===== src/rtl/tccw_pkg.sv =====
// Package for the text console cursor writer: screen geometry, field widths,
// operation and register codes, and the classified command and result types.
// No dependencies.
`default_nettype none

package tccw_pkg;

    // Screen geometry
    localparam int COLUMNS = 80;
    localparam int ROWS    = 25;

    // Field widths
    localparam int OP_W     = 2;
    localparam int CHAR_W   = 8;
    localparam int TROW_W   = 6;
    localparam int TCOL_W   = 7;
    localparam int ATTR_W   = 8;
    localparam int IDX_W    = 11;
    localparam int ROW_W    = 5;
    localparam int COL_W    = 7;
    localparam int COLOR_W  = 4;
    localparam int CFG_IDX_W = 1;
    localparam int PROD_W   = 13;

    // Constants derived from the geometry
    localparam logic [ROW_W-1:0] ROW_LAST = ROW_W'(ROWS - 1);
    localparam logic [COL_W-1:0] COL_LAST = COL_W'(COLUMNS - 1);

    // Character codes
    localparam logic [CHAR_W-1:0] NEWLINE_BYTE = 8'h0A;
    localparam logic [CHAR_W-1:0] BLANK_BYTE   = 8'h20;

    // Reset colors
    localparam logic [COLOR_W-1:0] FG_RESET = 4'hF;
    localparam logic [COLOR_W-1:0] BG_RESET = 4'h0;

    // Queue between front and back
    localparam int QUEUE_DEPTH = 2;
    localparam int QPTR_W      = $clog2(QUEUE_DEPTH);
    localparam int QCNT_W      = $clog2(QUEUE_DEPTH + 1);

    typedef enum logic [OP_W-1:0] {
        OP_PUT   = 2'd0,
        OP_BACK  = 2'd1,
        OP_AT    = 2'd2,
        OP_CLEAR = 2'd3
    } op_t;

    typedef enum logic [CFG_IDX_W-1:0] {
        CFG_FOREGROUND = 1'b0,
        CFG_BACKGROUND = 1'b1
    } cfg_idx_t;

    // What the back end has to do with one command
    typedef enum logic [2:0] {
        K_PUT     = 3'd0,   // write character at cursor, advance
        K_NEWLINE = 3'd1,   // move to start of next row
        K_BACK    = 3'd2,   // blank at cursor, step back
        K_AT      = 3'd3,   // write at explicit cell
        K_SKIP    = 3'd4,   // explicit cell off screen, nothing to do
        K_CLEAR   = 3'd5    // home cursor, request blank fill
    } kind_t;

    typedef struct packed {
        kind_t               kind;
        logic [CHAR_W-1:0]   ch;
        logic [IDX_W-1:0]    at_index;
        logic [ATTR_W-1:0]   at_attr;
    } entry_t;

    typedef struct packed {
        logic                write_enable;
        logic [IDX_W-1:0]    cell_index;
        logic [CHAR_W-1:0]   cell_char;
        logic [ATTR_W-1:0]   cell_attr;
        logic                clear_request;
        logic [ROW_W-1:0]    cursor_row_out;
        logic [COL_W-1:0]    cursor_col_out;
    } result_t;

    // Front-to-queue push
    typedef struct packed {
        logic   push;
        entry_t entry;
    } push_t;

    // Queue-to-back head
    typedef struct packed {
        logic   empty;
        entry_t entry;
    } head_t;

endpackage

`default_nettype wire


===== src/rtl/tccw_if.sv =====
// Channel interfaces of the text console cursor writer: command channel and
// result channel, each valid/ready with its payload. Depends on tccw_pkg.
`default_nettype none

interface tccw_cmd_if
    import tccw_pkg::*;
();
    logic              valid;
    logic              ready;
    logic [OP_W-1:0]   op;
    logic [CHAR_W-1:0] character;
    logic [TROW_W-1:0] target_row;
    logic [TCOL_W-1:0] target_column;
    logic [ATTR_W-1:0] cell_color;

    modport source (
        output valid, op, character, target_row, target_column, cell_color,
        input  ready
    );
    modport sink (
        input  valid, op, character, target_row, target_column, cell_color,
        output ready
    );
endinterface

interface tccw_res_if
    import tccw_pkg::*;
();
    logic              valid;
    logic              ready;
    logic              write_enable;
    logic [IDX_W-1:0]  cell_index;
    logic [CHAR_W-1:0] cell_char;
    logic [ATTR_W-1:0] cell_attr;
    logic              clear_request;
    logic [ROW_W-1:0]  cursor_row_out;
    logic [COL_W-1:0]  cursor_col_out;

    modport source (
        output valid, write_enable, cell_index, cell_char, cell_attr,
               clear_request, cursor_row_out, cursor_col_out,
        input  ready
    );
    modport sink (
        input  valid, write_enable, cell_index, cell_char, cell_attr,
               clear_request, cursor_row_out, cursor_col_out,
        output ready
    );
endinterface

`default_nettype wire


===== src/rtl/text_console_cursor_writer.sv =====
// Top level of the text console cursor writer: wires front end, queue and
// back end together. Depends on tccw_pkg, tccw_if, tccw_front, tccw_queue, tccw_back.
`default_nettype none

// Text console cursor writer. Each command transaction on cmd (put character,
// backspace, write at cell, clear screen) yields exactly one result transaction
// on res, in order: a cell write (index = row * COLUMNS + column, character,
// attribute) or none, a clear request, and the cursor position after the
// command. The block sustains one command per clock cycle while res.ready is
// high; that figure is set by the back end, which updates the cursor registers
// on each pop. A two-entry queue parts the front end (decode, newline detection
// and range check of write-at) from the back end, and the registered result
// lets a new command enter while an earlier result still waits on res.ready.
// The colors are written through cfg_we/cfg_index/cfg_data (index 0 foreground,
// 1 background); the user must write them only while no command is in flight,
// which the block does not enforce. There is no clearing pass after reset: the
// block accepts commands from the first cycle.

module text_console_cursor_writer
    import tccw_pkg::*;
(
    input  wire logic                 clk,
    input  wire logic                 rst_n,
    input  wire logic                 cfg_we,
    input  wire logic [CFG_IDX_W-1:0] cfg_index,
    input  wire logic [COLOR_W-1:0]   cfg_data,
    tccw_cmd_if.sink                  cmd,
    tccw_res_if.source                res
);

    push_t push;
    head_t head;
    logic  q_full;
    logic  pop;

    // Classify each accepted transaction into a queue entry
    tccw_front u_front (
        .cmd    (cmd),
        .q_full (q_full),
        .push_o (push)
    );

    // Hold classified commands until the back end can take them
    tccw_queue u_queue (
        .clk    (clk),
        .rst_n  (rst_n),
        .push_i (push),
        .pop    (pop),
        .full   (q_full),
        .head_o (head)
    );

    // Advance the cursor and register the result
    tccw_back u_back (
        .clk       (clk),
        .rst_n     (rst_n),
        .cfg_we    (cfg_we),
        .cfg_index (cfg_index),
        .cfg_data  (cfg_data),
        .head_i    (head),
        .pop       (pop),
        .res       (res)
    );

endmodule

`default_nettype wire


===== src/rtl/tccw_front.sv =====
// Front end: accepts commands and classifies them into queue entries,
// including the range check and cell index of write-at. Depends on tccw_pkg, tccw_if.
`default_nettype none

module tccw_front
    import tccw_pkg::*;
(
    tccw_cmd_if.sink   cmd,
    input  wire logic  q_full,
    output push_t      push_o
);

    logic [PROD_W-1:0] at_prod;
    logic              at_in_range;
    entry_t            entry;

    assign at_prod     = PROD_W'(cmd.target_row) * PROD_W'(COLUMNS)
                       + PROD_W'(cmd.target_column);
    assign at_in_range = (32'(cmd.target_row) < ROWS) && (32'(cmd.target_column) < COLUMNS);

    always_comb
    begin
        entry          = '0;
        entry.ch       = cmd.character;
        entry.at_attr  = cmd.cell_color;
        entry.at_index = at_prod[IDX_W-1:0];
        unique case (op_t'(cmd.op))
            OP_PUT:   entry.kind = (cmd.character == NEWLINE_BYTE) ? K_NEWLINE : K_PUT;
            OP_BACK:  entry.kind = K_BACK;
            OP_AT:    entry.kind = at_in_range ? K_AT : K_SKIP;
            OP_CLEAR: entry.kind = K_CLEAR;
        endcase
    end

    // Take a transaction whenever the queue has room
    assign cmd.ready    = !q_full;
    assign push_o.push  = cmd.valid && !q_full;
    assign push_o.entry = entry;

endmodule

`default_nettype wire


===== src/rtl/tccw_queue.sv =====
// Short queue between front and back end of the text console cursor writer.
// Depends on tccw_pkg.
`default_nettype none

module tccw_queue
    import tccw_pkg::*;
(
    input  wire logic  clk,
    input  wire logic  rst_n,
    input  wire push_t push_i,
    input  wire logic  pop,
    output logic       full,
    output head_t      head_o
);

    entry_t            entries_reg [QUEUE_DEPTH];
    logic [QPTR_W-1:0] wr_ptr_reg;
    logic [QPTR_W-1:0] wr_ptr_next;
    logic [QPTR_W-1:0] rd_ptr_reg;
    logic [QPTR_W-1:0] rd_ptr_next;
    logic [QCNT_W-1:0] count_reg;
    logic [QCNT_W-1:0] count_next;
    logic              do_push;
    logic              do_pop;

    assign full    = (count_reg == QCNT_W'(QUEUE_DEPTH));
    assign do_push = push_i.push && !full;
    assign do_pop  = pop && (count_reg != '0);

    assign head_o.empty = (count_reg == '0);
    assign head_o.entry = entries_reg[rd_ptr_reg];

    always_comb
    begin
        wr_ptr_next = wr_ptr_reg;
        rd_ptr_next = rd_ptr_reg;
        if (do_push)
        begin
            wr_ptr_next = (wr_ptr_reg == QPTR_W'(QUEUE_DEPTH - 1)) ? '0 : wr_ptr_reg + 1'b1;
        end
        if (do_pop)
        begin
            rd_ptr_next = (rd_ptr_reg == QPTR_W'(QUEUE_DEPTH - 1)) ? '0 : rd_ptr_reg + 1'b1;
        end
        count_next = count_reg + QCNT_W'(do_push) - QCNT_W'(do_pop);
    end

    always_ff @(posedge clk or negedge rst_n)
    begin
        if (!rst_n)
        begin
            wr_ptr_reg <= '0;
            rd_ptr_reg <= '0;
            count_reg  <= '0;
        end
        else
        begin
            wr_ptr_reg <= wr_ptr_next;
            rd_ptr_reg <= rd_ptr_next;
            count_reg  <= count_next;
        end
    end

    always_ff @(posedge clk)
    begin
        if (do_push)
        begin
            entries_reg[wr_ptr_reg] <= push_i.entry;
        end
    end

    a_count_bound: assert property (@(posedge clk) disable iff (!rst_n)
        count_reg <= QCNT_W'(QUEUE_DEPTH))
        else $error("queue count beyond depth");

    a_pop_not_empty: assert property (@(posedge clk) disable iff (!rst_n)
        (count_reg == '0) |-> !do_pop)
        else $error("pop from empty queue");

    a_count_track: assert property (@(posedge clk) disable iff (!rst_n)
        (do_push && !do_pop) |=> (count_reg == $past(count_reg) + 1'b1))
        else $error("queue count lost a push");

endmodule

`default_nettype wire


===== src/rtl/tccw_back.sv =====
// Back end: holds the cursor and color registers, carries out queued commands
// and registers one result per command. Depends on tccw_pkg, tccw_if.
`default_nettype none

module tccw_back
    import tccw_pkg::*;
(
    input  wire logic                 clk,
    input  wire logic                 rst_n,
    input  wire logic                 cfg_we,
    input  wire logic [CFG_IDX_W-1:0] cfg_index,
    input  wire logic [COLOR_W-1:0]   cfg_data,
    input  wire head_t                head_i,
    output logic                      pop,
    tccw_res_if.source                res
);

    logic [ROW_W-1:0]   cursor_row_reg;
    logic [ROW_W-1:0]   cursor_row_next;
    logic [COL_W-1:0]   cursor_col_reg;
    logic [COL_W-1:0]   cursor_col_next;
    logic [COLOR_W-1:0] fg_reg;
    logic [COLOR_W-1:0] bg_reg;
    logic               out_valid_reg;
    logic               out_valid_next;
    result_t            out_reg;
    result_t            out_next;
    logic [IDX_W-1:0]   cursor_index;
    logic [ATTR_W-1:0]  cur_attr;
    logic [ROW_W-1:0]   row_inc;
    logic [ROW_W-1:0]   row_dec;

    assign cursor_index = IDX_W'(cursor_row_reg) * IDX_W'(COLUMNS) + IDX_W'(cursor_col_reg);
    assign cur_attr     = {bg_reg, fg_reg};
    assign row_inc      = (cursor_row_reg == ROW_LAST) ? '0 : cursor_row_reg + 1'b1;
    assign row_dec      = (cursor_row_reg == '0) ? ROW_LAST : cursor_row_reg - 1'b1;

    // Take the head entry when the output register is free or being drained
    assign pop = !head_i.empty && (!out_valid_reg || res.ready);

    always_comb
    begin
        cursor_row_next = cursor_row_reg;
        cursor_col_next = cursor_col_reg;
        out_next        = '0;
        unique case (head_i.entry.kind)
            K_PUT:
            begin
                out_next.write_enable = 1'b1;
                out_next.cell_index   = cursor_index;
                out_next.cell_char    = head_i.entry.ch;
                out_next.cell_attr    = cur_attr;
                if (cursor_col_reg == COL_LAST)
                begin
                    cursor_col_next = '0;
                    cursor_row_next = row_inc;
                end
                else
                begin
                    cursor_col_next = cursor_col_reg + 1'b1;
                end
            end
            K_NEWLINE:
            begin
                cursor_col_next = '0;
                cursor_row_next = row_inc;
            end
            K_BACK:
            begin
                out_next.write_enable = 1'b1;
                out_next.cell_index   = cursor_index;
                out_next.cell_char    = BLANK_BYTE;
                out_next.cell_attr    = cur_attr;
                if (cursor_col_reg == '0)
                begin
                    cursor_col_next = COL_LAST;
                    cursor_row_next = row_dec;
                end
                else
                begin
                    cursor_col_next = cursor_col_reg - 1'b1;
                end
            end
            K_AT:
            begin
                out_next.write_enable = 1'b1;
                out_next.cell_index   = head_i.entry.at_index;
                out_next.cell_char    = head_i.entry.ch;
                out_next.cell_attr    = head_i.entry.at_attr;
            end
            K_SKIP:
            begin
                out_next.write_enable = 1'b0;
            end
            K_CLEAR:
            begin
                out_next.clear_request = 1'b1;
                cursor_row_next        = '0;
                cursor_col_next        = '0;
            end
            default:
            begin
                out_next.write_enable = 1'b0;
            end
        endcase
        out_next.cursor_row_out = cursor_row_next;
        out_next.cursor_col_out = cursor_col_next;

        if (pop)
        begin
            out_valid_next = 1'b1;
        end
        else if (res.ready)
        begin
            out_valid_next = 1'b0;
        end
        else
        begin
            out_valid_next = out_valid_reg;
        end
    end

    always_ff @(posedge clk or negedge rst_n)
    begin
        if (!rst_n)
        begin
            cursor_row_reg <= '0;
            cursor_col_reg <= '0;
            fg_reg         <= FG_RESET;
            bg_reg         <= BG_RESET;
            out_valid_reg  <= 1'b0;
        end
        else
        begin
            out_valid_reg <= out_valid_next;
            if (pop)
            begin
                cursor_row_reg <= cursor_row_next;
                cursor_col_reg <= cursor_col_next;
            end
            if (cfg_we)
            begin
                unique case (cfg_idx_t'(cfg_index))
                    CFG_FOREGROUND: fg_reg <= cfg_data;
                    CFG_BACKGROUND: bg_reg <= cfg_data;
                endcase
            end
        end
    end

    always_ff @(posedge clk)
    begin
        if (pop)
        begin
            out_reg <= out_next;
        end
    end

    assign res.valid          = out_valid_reg;
    assign res.write_enable   = out_reg.write_enable;
    assign res.cell_index     = out_reg.cell_index;
    assign res.cell_char      = out_reg.cell_char;
    assign res.cell_attr      = out_reg.cell_attr;
    assign res.clear_request  = out_reg.clear_request;
    assign res.cursor_row_out = out_reg.cursor_row_out;
    assign res.cursor_col_out = out_reg.cursor_col_out;

    a_cursor_on_screen: assert property (@(posedge clk) disable iff (!rst_n)
        (32'(cursor_row_reg) < ROWS) && (32'(cursor_col_reg) < COLUMNS))
        else $error("cursor off screen");

    a_result_tracks_cursor: assert property (@(posedge clk) disable iff (!rst_n)
        out_valid_reg |-> (out_reg.cursor_row_out == cursor_row_reg
                           && out_reg.cursor_col_out == cursor_col_reg))
        else $error("shown cursor differs from cursor register");

    a_clear_homes: assert property (@(posedge clk) disable iff (!rst_n)
        (out_valid_reg && out_reg.clear_request) |->
            (!out_reg.write_enable && cursor_row_reg == '0 && cursor_col_reg == '0))
        else $error("clear result without home cursor");

    a_idle_write_zero: assert property (@(posedge clk) disable iff (!rst_n)
        (out_valid_reg && !out_reg.write_enable) |->
            (out_reg.cell_index == '0 && out_reg.cell_char == '0 && out_reg.cell_attr == '0))
        else $error("write fields not zero without a write");

endmodule

`default_nettype wire

===== src/flat_wrapper.sv =====
// flat-port wrapper written by rule: the top's interface ports become plain ports
module text_console_cursor_writer_flat import tccw_pkg::*;
  (clk, rst_n, cfg_we, cfg_index, cfg_data, cmd_valid, cmd_op, cmd_character, cmd_target_row, cmd_target_column, cmd_cell_color, cmd_ready, res_valid, res_write_enable, res_cell_index, res_cell_char, res_cell_attr, res_clear_request, res_cursor_row_out, res_cursor_col_out, res_ready);
  tccw_cmd_if cmd_i ();
  tccw_res_if res_i ();
  input  wire logic clk;
  input  wire logic rst_n;
  input  wire logic cfg_we;
  input  wire logic [CFG_IDX_W-1:0] cfg_index;
  input  wire logic [COLOR_W-1:0] cfg_data;
  input wire logic [$bits(cmd_i.valid)-1:0] cmd_valid;
  input wire logic [$bits(cmd_i.op)-1:0] cmd_op;
  input wire logic [$bits(cmd_i.character)-1:0] cmd_character;
  input wire logic [$bits(cmd_i.target_row)-1:0] cmd_target_row;
  input wire logic [$bits(cmd_i.target_column)-1:0] cmd_target_column;
  input wire logic [$bits(cmd_i.cell_color)-1:0] cmd_cell_color;
  output wire logic [$bits(cmd_i.ready)-1:0] cmd_ready;
  output wire logic [$bits(res_i.valid)-1:0] res_valid;
  output wire logic [$bits(res_i.write_enable)-1:0] res_write_enable;
  output wire logic [$bits(res_i.cell_index)-1:0] res_cell_index;
  output wire logic [$bits(res_i.cell_char)-1:0] res_cell_char;
  output wire logic [$bits(res_i.cell_attr)-1:0] res_cell_attr;
  output wire logic [$bits(res_i.clear_request)-1:0] res_clear_request;
  output wire logic [$bits(res_i.cursor_row_out)-1:0] res_cursor_row_out;
  output wire logic [$bits(res_i.cursor_col_out)-1:0] res_cursor_col_out;
  input wire logic [$bits(res_i.ready)-1:0] res_ready;
  assign cmd_i.valid = cmd_valid;
  assign cmd_i.op = cmd_op;
  assign cmd_i.character = cmd_character;
  assign cmd_i.target_row = cmd_target_row;
  assign cmd_i.target_column = cmd_target_column;
  assign cmd_i.cell_color = cmd_cell_color;
  assign cmd_ready = cmd_i.ready;
  assign res_valid = res_i.valid;
  assign res_write_enable = res_i.write_enable;
  assign res_cell_index = res_i.cell_index;
  assign res_cell_char = res_i.cell_char;
  assign res_cell_attr = res_i.cell_attr;
  assign res_clear_request = res_i.clear_request;
  assign res_cursor_row_out = res_i.cursor_row_out;
  assign res_cursor_col_out = res_i.cursor_col_out;
  assign res_i.ready = res_ready;
  text_console_cursor_writer u_core (.clk(clk), .rst_n(rst_n), .cfg_we(cfg_we), .cfg_index(cfg_index), .cfg_data(cfg_data), .cmd(cmd_i), .res(res_i));
endmodule

===== config.mk =====
export PLATFORM = sky130hd
export DESIGN_NAME = text_console_cursor_writer_flat
export DESIGN_NICKNAME = d
export VERILOG_FILES = /design/src/rtl/tccw_pkg.sv /design/src/rtl/tccw_if.sv /design/src/rtl/text_console_cursor_writer.sv /design/src/rtl/tccw_front.sv /design/src/rtl/tccw_queue.sv /design/src/rtl/tccw_back.sv /design/src/flat_wrapper.sv
export SDC_FILE = /design/constraint.sdc
export NUM_CORES = 1
export LEC_CHECK = 0
export BUFFER_PORTS_ARGS = -buffer_cell sky130_fd_sc_hd__buf_2
export CORE_MARGIN = 2
export CORE_UTILIZATION = 55
export CTS_BUF_LIST = sky130_fd_sc_hd__clkbuf_8 sky130_fd_sc_hd__clkbuf_16
export CTS_CLUSTER_DIAMETER = 30
export CTS_CLUSTER_SIZE = 28
export DETAILED_ROUTE_END_ITERATION = 16
export GPL_ROUTABILITY_DRIVEN = 0
export PLACE_DENSITY = 0.77
export SLEW_MARGIN = 20
export SYNTH_ARGS = -nofsm -noshare
export SYNTH_HDL_FRONTEND = slang
export SYNTH_HIERARCHICAL = 1
export SYNTH_SLANG_ARGS = --single-unit

===== constraint.sdc =====
create_clock -name clk -period 8.5 [get_ports clk]
set_clock_uncertainty 0.2 [all_clocks]
set_input_delay 1.7 -clock clk [delete_from_list [all_inputs] [get_ports clk]]
set_output_delay 1.7 -clock clk [all_outputs]
set_load 0.005 [all_outputs]

* After elaboration in Yosys (flattened, before gate mapping) *
Memory sizes are Yosys's and may differ from the RTL's.
Cells that the tools add are included.

word-level totals
  logic and storage cells = 82
  memory bits (writable) = 60
  output and inout port bits = 43
  flip-flop bits (word level) = 66
  memories = 1

memories
  name                        words  width  read ports  clocked after memory_dff  write ports  line              source
  u_core.u_queue.entries_reg  2      30     1           0                         1            tccw_queue.sv:16  entry_t entries_reg [QUEUE_DEPTH];

operators by class
  bitwise gates (word level) = 1
  equality and inequality tests = 11
  multipliers = 2
  add/sub/neg operators = 10
  $lt $le $gt $ge = 2
  reductions and logical operators = 20
  multiplexer cells = 20

operator list
  cell                                                number
  one-hot mux 27 bit (3 select lines)                 1
  adder 11 x 7 -> 11 bit                              2
  one-hot mux 7 bit (3 select lines)                  1
  2-to-1 mux 5 bit                                    4
  one-hot mux 5 bit (4 select lines)                  1
  2-to-1 mux 7 bit                                    2
  one-hot mux 3 bit (4 select lines)                  1
  2-to-1 mux 1 bit                                    9
  == test 8 x 4 -> 1 bit, second input constant       1
  adder 7 x 1 -> 7 bit, second input constant         1
  == test 7 bit, second input constant                1
  logical NOT 7 bit                                   1
  < comparator 7 bit, second input constant           1
  multiplier 5 x 3 -> 7 bit, second input constant    1
  multiplier 6 x 3 -> 7 bit, second input constant    1
  subtractor 7 x 1 -> 7 bit, second input constant    1
  == test 2 bit, second input constant                3
  == test 3 x 2 -> 1 bit, second input constant       2
  < comparator 6 x 5 -> 1 bit, second input constant  1
  adder 5 x 1 -> 5 bit, second input constant         1
  == test 5 bit, second input constant                1
  logical AND 1 bit                                   5
  logical NOT 5 bit                                   1
  subtractor 5 x 1 -> 5 bit, second input constant    1
  16 further kinds                                    22

* Logic depth before layout (Yosys ltp) *
Gate-level depths: netlist (run 1).

  word-level depth = 6
  mapped depth = 9
  mapped depth without buffers = 9

* Modules after synthesis *
Netlist (run 1), hierarchy kept.

by module, submodules not included
  module      instances  area each (um^2)  cells each
  tccw_back   1          3,415.8           300
  tccw_queue  1          2,373.5           111
  tccw_front  1          523.0             63

* Least setup slack after synthesis (run 1) *
OpenSTA, ideal clock, no wires.

  path type = input-to-reg
  start = input res_ready
  end = register u_core.u_queue.count_reg[1]
  path buffers = 0
  required time = 8,177 ps
  cell stages on the path = 9
  arrival = 4,141 ps
  slack = 4,037 ps
  cell sequence = nand2b_1 nand2b_1 clkinv_1 nor2b_2 ha_1 inv_1 ha_1 xnor2_1 xnor2_1

on the way
  longest elaborated chain between the ends = 4

ends and longest elaborated chain
  element                                 line                              source
  start, declared                         flat_wrapper.sv:26                input wire logic [$bits(res_i.ready)-1:0] res_ready;
  logical OR 1 bit                        tccw_back.sv:39                   assign pop = !head_i.empty && (!out_valid_reg || res.ready);
  logical AND 1 bit                       tccw_back.sv:39
  named net u_core.pop                    text_console_cursor_writer.sv:34  logic pop;
  logical AND 1 bit                       tccw_queue.sv:28                  assign do_pop = pop && (count_reg != '0);
  named net u_core.u_queue.do_pop         tccw_queue.sv:24                  logic do_pop;
  subtractor 2 x 1 -> 2 bit               tccw_queue.sv:45                  count_next = count_reg + QCNT_W'(do_push) - QCNT_W'(do_pop);
  named net u_core.u_queue.count_next[1]  tccw_queue.sv:22                  logic [QCNT_W-1:0] count_next;
  end signal, assigned                    tccw_queue.sv:60                  count_reg <= count_next;
  end, declared                           tccw_queue.sv:21                  logic [QCNT_W-1:0] count_reg;

The timed path passes the listed nets, and every way through them passes these cells.
A chain may end at the register's enable or synchronous reset.

==> results.txt, run 1 <==
The flow ran to the end, and the final reports show no timing, DRC or antenna violations. TritonCTS built the clock tree. Initial antenna violation count: 0. The count of placed standard cells in the final layout, fillers left out was 694.

The combinational fraction of design power was 32.8%. The synthesized netlist devotes 8.54% of its cell area to simple gates. The floorplan step defined a die boundary enclosing 12300 um^2.

The worst setup path is captured at a flip-flop. Summing the areas of all compound-gate instances in the mapped netlist gives 10.4% of the synthesized area. Fraction of registers with async set or reset after synthesis: 19.8%.

The maximum number of pins on one net before global-route repair came out at 50. By area, the combinational part of the netlist is dominated by compound AO/OA/AOI/OAI gates. The floorplan has 39 rows. The area growth from synthesis to layout came out at 15.9%.

The die is 111 um wide. The synthesized design contains 101 enable-type register cells. The tools report the H-tree depth as 4. The first global-routing pass estimated 20.9 mm of wire.

The tools report the CTS root buffer as clkbuf_16. The clock latency at the later pin of the worst-skew pair is 0.42 ns, and the peak supply drop is 0.167 mV. The synthesized design devotes to its leading area cell type 48.0% of total area. Endpoint required time on the critical path: 8.46 ns. Cell taking the most area after synthesis: edfxtp_1. Sorting the synthesized cells by area gives the leading types as edfxtp_1 (48%), dfrtp_1 (8.3%), mux2_2 (7.1%), ha_1 (5.2%), buf_4 (3.0%). Of the total power, the share spent switching nets is 33.0%.

Cells with a size suffix above 1 make up 31.8% of the layout. The register with the most flip-flops in the layout has 60 of them. In this run, distinct cell masters in the synthesized netlist total 62. Input and output buffers added on the ports amount to 83. In the synthesized netlist, mux cells make up 8.34% of the area. In the final design database the tool counted 609 nets. In this run the tightest slew margin relative to its limit is 48.3%. The number of hold buffers added after CTS was 0. The number of clock sinks seen by CTS was 126.

Setup repair after global routing left no endpoint under its margin. The number of setup buffers added after CTS is 0. Before antenna repair, the detailed router went through 5 iterations.

For the sequential group share of total power, the log shows 38.0%. STA classifies the critical path startpoint as an input pin. For this design the ratio of total power to cell area is 377 nW/um^2. The tool flagged a number of max-cap violations equal to 0.

After clock tree synthesis, the clock-pin slew on the worst setup and hold paths is 0.06 ns. A synthesized cell averages 13.3 um^2. Among all flip-flop cells after synthesis, the most frequent one is edfxtp_1.

For the area of the core region, the log shows 11300 um^2. The total instance count after detailed placement is 662. Synthesis inferred 126 register bits. For the area of the mapped netlist, the log shows 6310 um^2. The routed length per placed instance was 18.1 um; the worst setup margin was 5.04 ns. After the first detailed-routing iteration, the DRC count stood at 246. The fmax is 289 MHz, and the number of global-route vias before repair is 4118. Kind of path behind the tightest hold check: flip-flop to flip-flop. The library cells used most frequently in the layout, excluding fill and tap cells, are edfxtp_1 (101), buf_2 (83), mux2_2 (40). Global routing finished with a remaining overflow of 0. The detail route stage leaves a number of antenna-violating nets equal to 0. Xor-xnor portion of the synthesized cell area: 2.91%. Pin placement for this block handled 84 I/O pins.

The number of gates resized after CTS was 0. In the routed layout, each cell is associated on average with a via count of 5.77. Before CTS, the worst setup slack after placement is 4.59 ns. The synthesized instance count came out at 474. The worst setup path is of the input pin to flip-flop kind. The tools report the count of warnings emitted by yosys as 6. Synthesis produced a netlist with a net count of 545.

The internal portion of the total power is 1850 uW. The transition time at the pin with the least slew margin is 0.775 ns, and the die extent in y is 111 um. The arrival time of the worst setup path came out at 3.42 ns.

The tools report the final total negative setup slack as 0 ns. The maximum fanout along the worst path is 4, and the deepest clock path buffer count is 2. The analysis attributes to cell leakage a power of 0.00298 uW. The global router's overall resource usage was 21.5%. Summed over all layers, the routed wires come to 12.5 mm. The library cell used most frequently in the layout, excluding fill and tap cells, is edfxtp_1.

Total net switching power: 909 uW. The run gives 0 as the count of unresolved DRC violations after routing. Sequential cells were found to cover 58.0% of the synthesized design area.

The post-route total power was 2760 uW. The tools report the clock network fraction of design power as 29.2%. Setup violations remaining at the end of the flow were counted as 0. The total half-perimeter wirelength after legalization and detailed placement is 8.30 mm, and the clock period minus worst slack is 3.46 ns. The final number of hold-violating endpoints came out at 0.

The repair_antennas step left the layout with diodes totalling 0. The number of pins with negative max-slew slack in the final report was 0; the final worst-path cycle share was 40.7%. In this run, CTS created clock tree buffers numbering 17.

For this configuration, the core starts out at a cell density of 55.8%. The synthesized-area fraction occupied by adder cells works out to 6.42%. The routed layout has 4004 vias.
==> routing by layer <==
| layer | wire, um | part of all wire [%] | global-route usage, % |
|---|---|---|---|
| met5 | 0 | 0 | 0 |
| met4 | 290 | 2.3 | 9.14 |
| met3 | 666 | 5.3 | 5.30 |
| met2 | 6120 | 49 | 34.0 |
| met1 | 5460 | 44 | 28.5 |
==> cell families after synthesis <==
| family | Yosys count |
|---|---|
| AO/OA/AOI/OAI | 96 |
| multiplexers | 46 |
| XOR/XNOR | 21 |
| AND/OR/NAND/NOR | 99 |
| flip-flops | 126 |
| buffers and inverters | 56 |
| adder cells (fa/ha/maj) | 30 |
==> worst max-delay path, stage by stage <==
cell and delay (ns):
buf_2 0.13, ha_1 0.29, ha_1 0.23, fa_1 0.38
xor2_1 0.21, nand4_1 0.16, xnor2_1 0.22, xnor2_1 0.10
==> area by class of cell <==
type | instances | area (um^2)
clock buffer | 17 | 425
inverter | 13 | 48.8
clock inverter | 15 | 233
multi-input combinational | 292 | 2310
fill | 837 | 4010
timing repair buffer | 88 | 453
sequential | 126 | 3660
tap | 143 | 179
==> through the flow <==
step | util, % | instance area [um^2] | hold slack, ns
after global placement | 58.8 | 6660 | 0.286
after global routing | 64.6 | 7320 | 0.314
after detailed placement | 58.8 | 6660 | 0.297
after floorplan | - | 6310 | 0.261
final | 64.6 | 7320 | 0.310
after CTS | 64.6 | 7320 | 0.309
==> cells in the mapped netlist (all sizes together), types with 3 or more instances <==
library cell    n
mux2i           5
mux2           41
nor2b          11
a21oi          20
a31oi           5
inv            12
ha             26
nand2          23
xnor2          14
and3            4
a21o            9
or3             3
nand2b          3
o22ai           3
nor3           11
nor3b           3
nand3           6
dfrtp          21
dfstp           4
xor2            7
nor2           19
buf            33
o211ai          3
clkbuf         10
fa              4
edfxtp        101
o21ai          18
a22o           21
o21a            3
==> path summary, 6_finish.rpt <==
check / from / to / slack (ns) / cells after the start
setup / recovery: cmd_target_row[1] / u_core/u_queue/entries_reg[0][18] / 5.04 / 8
hold / removal: u_core/u_back/bg_reg[3] / u_core/u_back/bg_reg[3] / 0.31 / 1
setup reg to reg: u_core/u_queue/rd_ptr_reg / u_core/u_back/cursor_row_reg[2] / 5.50 / 7
hold reg to reg: u_core/u_back/bg_reg[3] / u_core/u_back/bg_reg[3] / 0.31 / 1
max in group asynchronous: rst_n / u_core/u_back/fg_reg[2] / 6.65 / 1
min in group asynchronous: rst_n / u_core/u_back/cursor_col_reg[1] / 1.06 / 1
==> power groups by stage <==
stage	Sequential, uW	Clock (uW)	Combinational (uW)
2_1_floorplan	1030	0	655
3_3_place_gp	1050	0	863
3_5_place_dp	1060	0	890
4_1_cts	1050	812	902
5_1_grt	1070	839	994
6_report	1050	804	905
Power figures use the tool's default switching activity.
==> inputs of run 2 (changes only) <==
--- a/config.mk
+++ b/config.mk
@@ -7,13 +7,13 @@
 export LEC_CHECK = 0
 export BUFFER_PORTS_ARGS = -buffer_cell sky130_fd_sc_hd__buf_2
 export CORE_MARGIN = 2
-export CORE_UTILIZATION = 55
+export CORE_UTILIZATION = 52
 export CTS_BUF_LIST = sky130_fd_sc_hd__clkbuf_8 sky130_fd_sc_hd__clkbuf_16
 export CTS_CLUSTER_DIAMETER = 30
 export CTS_CLUSTER_SIZE = 28
 export DETAILED_ROUTE_END_ITERATION = 16
 export GPL_ROUTABILITY_DRIVEN = 0
-export PLACE_DENSITY = 0.77
+export PLACE_DENSITY = 0.76
 export SLEW_MARGIN = 20
 export SYNTH_ARGS = -nofsm -noshare
 export SYNTH_HDL_FRONTEND = slang
==> constraint.sdc (replaced) <==
create_clock -name clk -period 2.85 [get_ports clk]
set_clock_uncertainty 0.2 [all_clocks]
set_input_delay 0.57 -clock clk [delete_from_list [all_inputs] [get_ports clk]]
set_output_delay 0.57 -clock clk [all_outputs]
set_load 0.005 [all_outputs]
==> run 2 against run 1 <==
  * Sequential power rose to 2.9 times the previous value
  * Flip-flop and latch count unchanged
  * Final area down 0.12%
  * Worst setup slack worse by 4.8 ns
  * Critical path type is now flip-flop to flip-flop
  * Sequential share of layout area up 0.060 points
  * Clock-buffer cell count unchanged
  * Largest power group unchanged
  * Wire length down 1.7%
==> results.txt, run 2 (synthesis gave the netlist of run 1 again) <==
The run finished with clean final reports. The tools report the number of global-route vias before repair as 4100 (-0.44%). The number of max-cap violations is 0 (unchanged), and the die extent in y is 114 um (+2.7%). The tightest min-delay check is of the input pin to flip-flop type. The tools report the setup violation total in the final timing report as 0 (unchanged). The endpoint of the lowest-slack register-to-register path was u_core/u_back/res.cursor_col_out[4]. The worst relative slew slack is 59.4% (+11 points), and the final worst-path cycle share is 91.3%. The via density per instance was 5.69 (-1.3%). The flip-flop count of the largest register after layout works out to 60 (unchanged). The logs give 13000 um^2 (+5.6%) for the area enclosed by the die boundary and 84 (unchanged) for the count of boundary I/O pins. The total via count in the routed design was 4053 (+1.2%); the fmax was 384 MHz.

Traced cell by cell, the critical path runs through mux2_2 -> buf_4 -> or3_1 -> a21oi_1 -> a32oi_1 -> o21ai_0. The total half-perimeter wirelength after legalization and detailed placement is 8.59 mm (+3.4%). The CTS root buffer is clkbuf_16. For hold timing, the worst endpoint is u_core/u_queue/entries_reg[0][7].

The routed length per placed instance works out to 17.3 um (-4.2%). For the number of gates resized after cts, the log shows 0 (unchanged). STA classifies the critical path endpoint as a flip-flop.

The logs give 0 (unchanged) for the post-detailed-route count of antenna-violating nets and 0 (unchanged) for the count of unresolved DRC violations after routing. The initial standard-cell utilization of the core came out at 53.0% (-2.8 points). The clock-pin slew on the worst setup and hold paths was 0.06 ns (about the same); the highest cell delay on the worst timing path was 0.46 ns (+0.08 ns). The clock buffer count from CTS is 17 (unchanged). Kind of critical path: flip-flop to flip-flop. The detailed-routing iteration count for the pre-antenna-repair pass came out at 5 (unchanged). In the layout the commonest cells are edfxtp_1 (101), buf_2 (83), mux2_2 (40).

The total routed wirelength came out at 12.3 mm (-1.7%). The arrival time of the worst setup path was 2.64 ns (-0.78 ns). The maximum fanout along the worst path was 15 (+11); the cts-stage hold buffer count was 1 (+1).

The die extent in x is 114 um (+2.7%), and the area of the core region is 11900 um^2 (+5.2%). The clock latency at the later pin of the worst-skew pair is 0.42 ns (about the same), and the port buffer count is 83 (unchanged). The most common cell after layout, fill and taps aside is edfxtp_1. The run gives 40 (+2.6%) as the cell row count. Broken down by cell family, the worst path's largest delay share belongs to compound AO/OA/AOI/OAI gates. The final instance area is 7310 um^2 (-0.12%). The logs give 19.9 mm (-4.5%) for the wire length of the first global-routing pass and 2.89 ns (-5.57 ns) for the endpoint required time on the critical path. Clock period minus worst slack: 2.60 ns.

Deepest clock path buffer count: 2 (unchanged). The run gives 0.420 mV (+150%) as the peak supply drop. The power per unit of standard cell area works out to 1070 nW/um^2 (+190%). The antenna diode count was 0 (unchanged).

The tools report the worst setup slack for register-to-register paths as 0.25 ns (-5.25 ns). The worst hold path begins at cmd_cell_color[7]. The cell count of the worst hold path was 1 (unchanged); the final total negative setup slack was 0 ns (unchanged).

The number of clock sinks seen by CTS was 126 (unchanged); the number of cells on the worst reg-to-reg path was 6 (-1). The logs give 0 (unchanged) for the number of pins with negative max-slew slack in the final report and 0.00299 uW (+0.20%) for the leakage dissipation. Setup repair after global routing left no endpoint under its margin. The worst setup margin was 0.249 ns (-4.79 ns); the total number of nets in the final design was 623 (+2.3%). The buffer and inverter count on the worst path is 1 (unchanged), and the final number of hold-violating endpoints is 0 (unchanged). The critical register-to-register path startpoint is u_core/u_queue/rd_ptr_reg. The post-route total power was 7850 uW (+180%); the area growth from synthesis to layout was 15.8%. The H-tree depth is 4 (unchanged), and the final global-route overflow total is 0 (unchanged).

The maximum number of pins on one net before global-route repair was 31 (-38%). STA classifies the critical path startpoint as a flip-flop. The slowest stage of the critical path is the dfrtp_1 cell. The tools report the placed standard-cell area as 6760 um^2 (+1.6%).

The worst slack after detailed placement is 0.0571 ns (-4.54 ns). The logs give 0 (unchanged) for the post-CTS setup buffer count and 297 (+21%) for the number of design-rule violations left by the first detailed-router iteration. The transition time at the pin with the least slew margin came out at 0.609 ns (-0.166 ns). TritonCTS built the clock tree.

The fraction of final layout cells with drive strength greater than 1 works out to 33.5% (+1.7 points). The global router's overall resource usage was 20.0% (-1.5 points). The run gives 0 (unchanged) as the initial antenna violation count.
==> run 2: cell count changes in the layout (fill, tap and decap cells not counted) <==
| cell | change |
|---|---|
| dlygate4sd3_1 | +1 |
| clkinv_1 | -1 |
| buf_4 | +13 |
| inv_6 | +1 |
| bufinv_16 | -5 |
| clkinv_2 | +4 |
| clkinvlp_4 | +4 |
| clkinv_4 | -3 |
==> run 2: worst max path at each step <==
stage                                                to  slack, ns                       startpoint  cells past startpoint
global placement      u_core/u_queue/entries_reg[0][18]       0.16                cmd_target_row[1]                      8
floorplan                   u_core/u_queue/count_reg[1]       0.08                        res_ready                      9
detailed placement    u_core/u_queue/entries_reg[1][18]       0.06                cmd_target_row[1]                      8
finish              u_core/u_back/res.cursor_col_out[4]       0.25        u_core/u_queue/rd_ptr_reg                      6
global route            u_core/u_back/cursor_col_reg[4]       0.07        u_core/u_queue/rd_ptr_reg                      6
CTS                    u_core/u_back/res.cell_index[10]       0.26  u_core/u_back/cursor_row_reg[0]                      8
==> run 2: layout make-up <==
type,instances,area [um^2]
fill,897,4600
sequential,126,3660
multi-input combinational,292,2310
timing repair buffer,102,561
clock buffer,17,425
tap,147,184
clock inverter,15,110
inverter,13,50.0
==> run 2: routing by layer <==
| layer | vias to the layer above | wire length [um] | global-route usage, % |
|---|---|---|---|
| met3 | 31 | 719 | 4.98 |
| met2 | 157 | 5960 | 31.5 |
| met5 | - | 0 | 0 |
| li1 | 1921 | - | - |
| met1 | 1944 | 5340 | 25.7 |
| met4 | 0 | 313 | 10.6 |
==> run 2: stage by stage <==
step / hold WS, ns / util [%] / instances
6_report: 0.137 / 61.3 / 712
5_1_grt: 0.120 / 61.3 / 712
4_1_cts: 0.126 / 61.3 / 712
3_5_place_dp: 0.303 / 56.8 / 679
3_3_place_gp: 0.285 / 56.8 / 679
2_1_floorplan: 0.0744 / - / 474
==> run 2: power by group <==
group	leakage (uW)	total, uW	internal (uW)	switching (uW)
clock	0.000253	1950	1120	831
sequential	0.00127	3050	2790	261
combinational	0.00147	2850	1250	1600
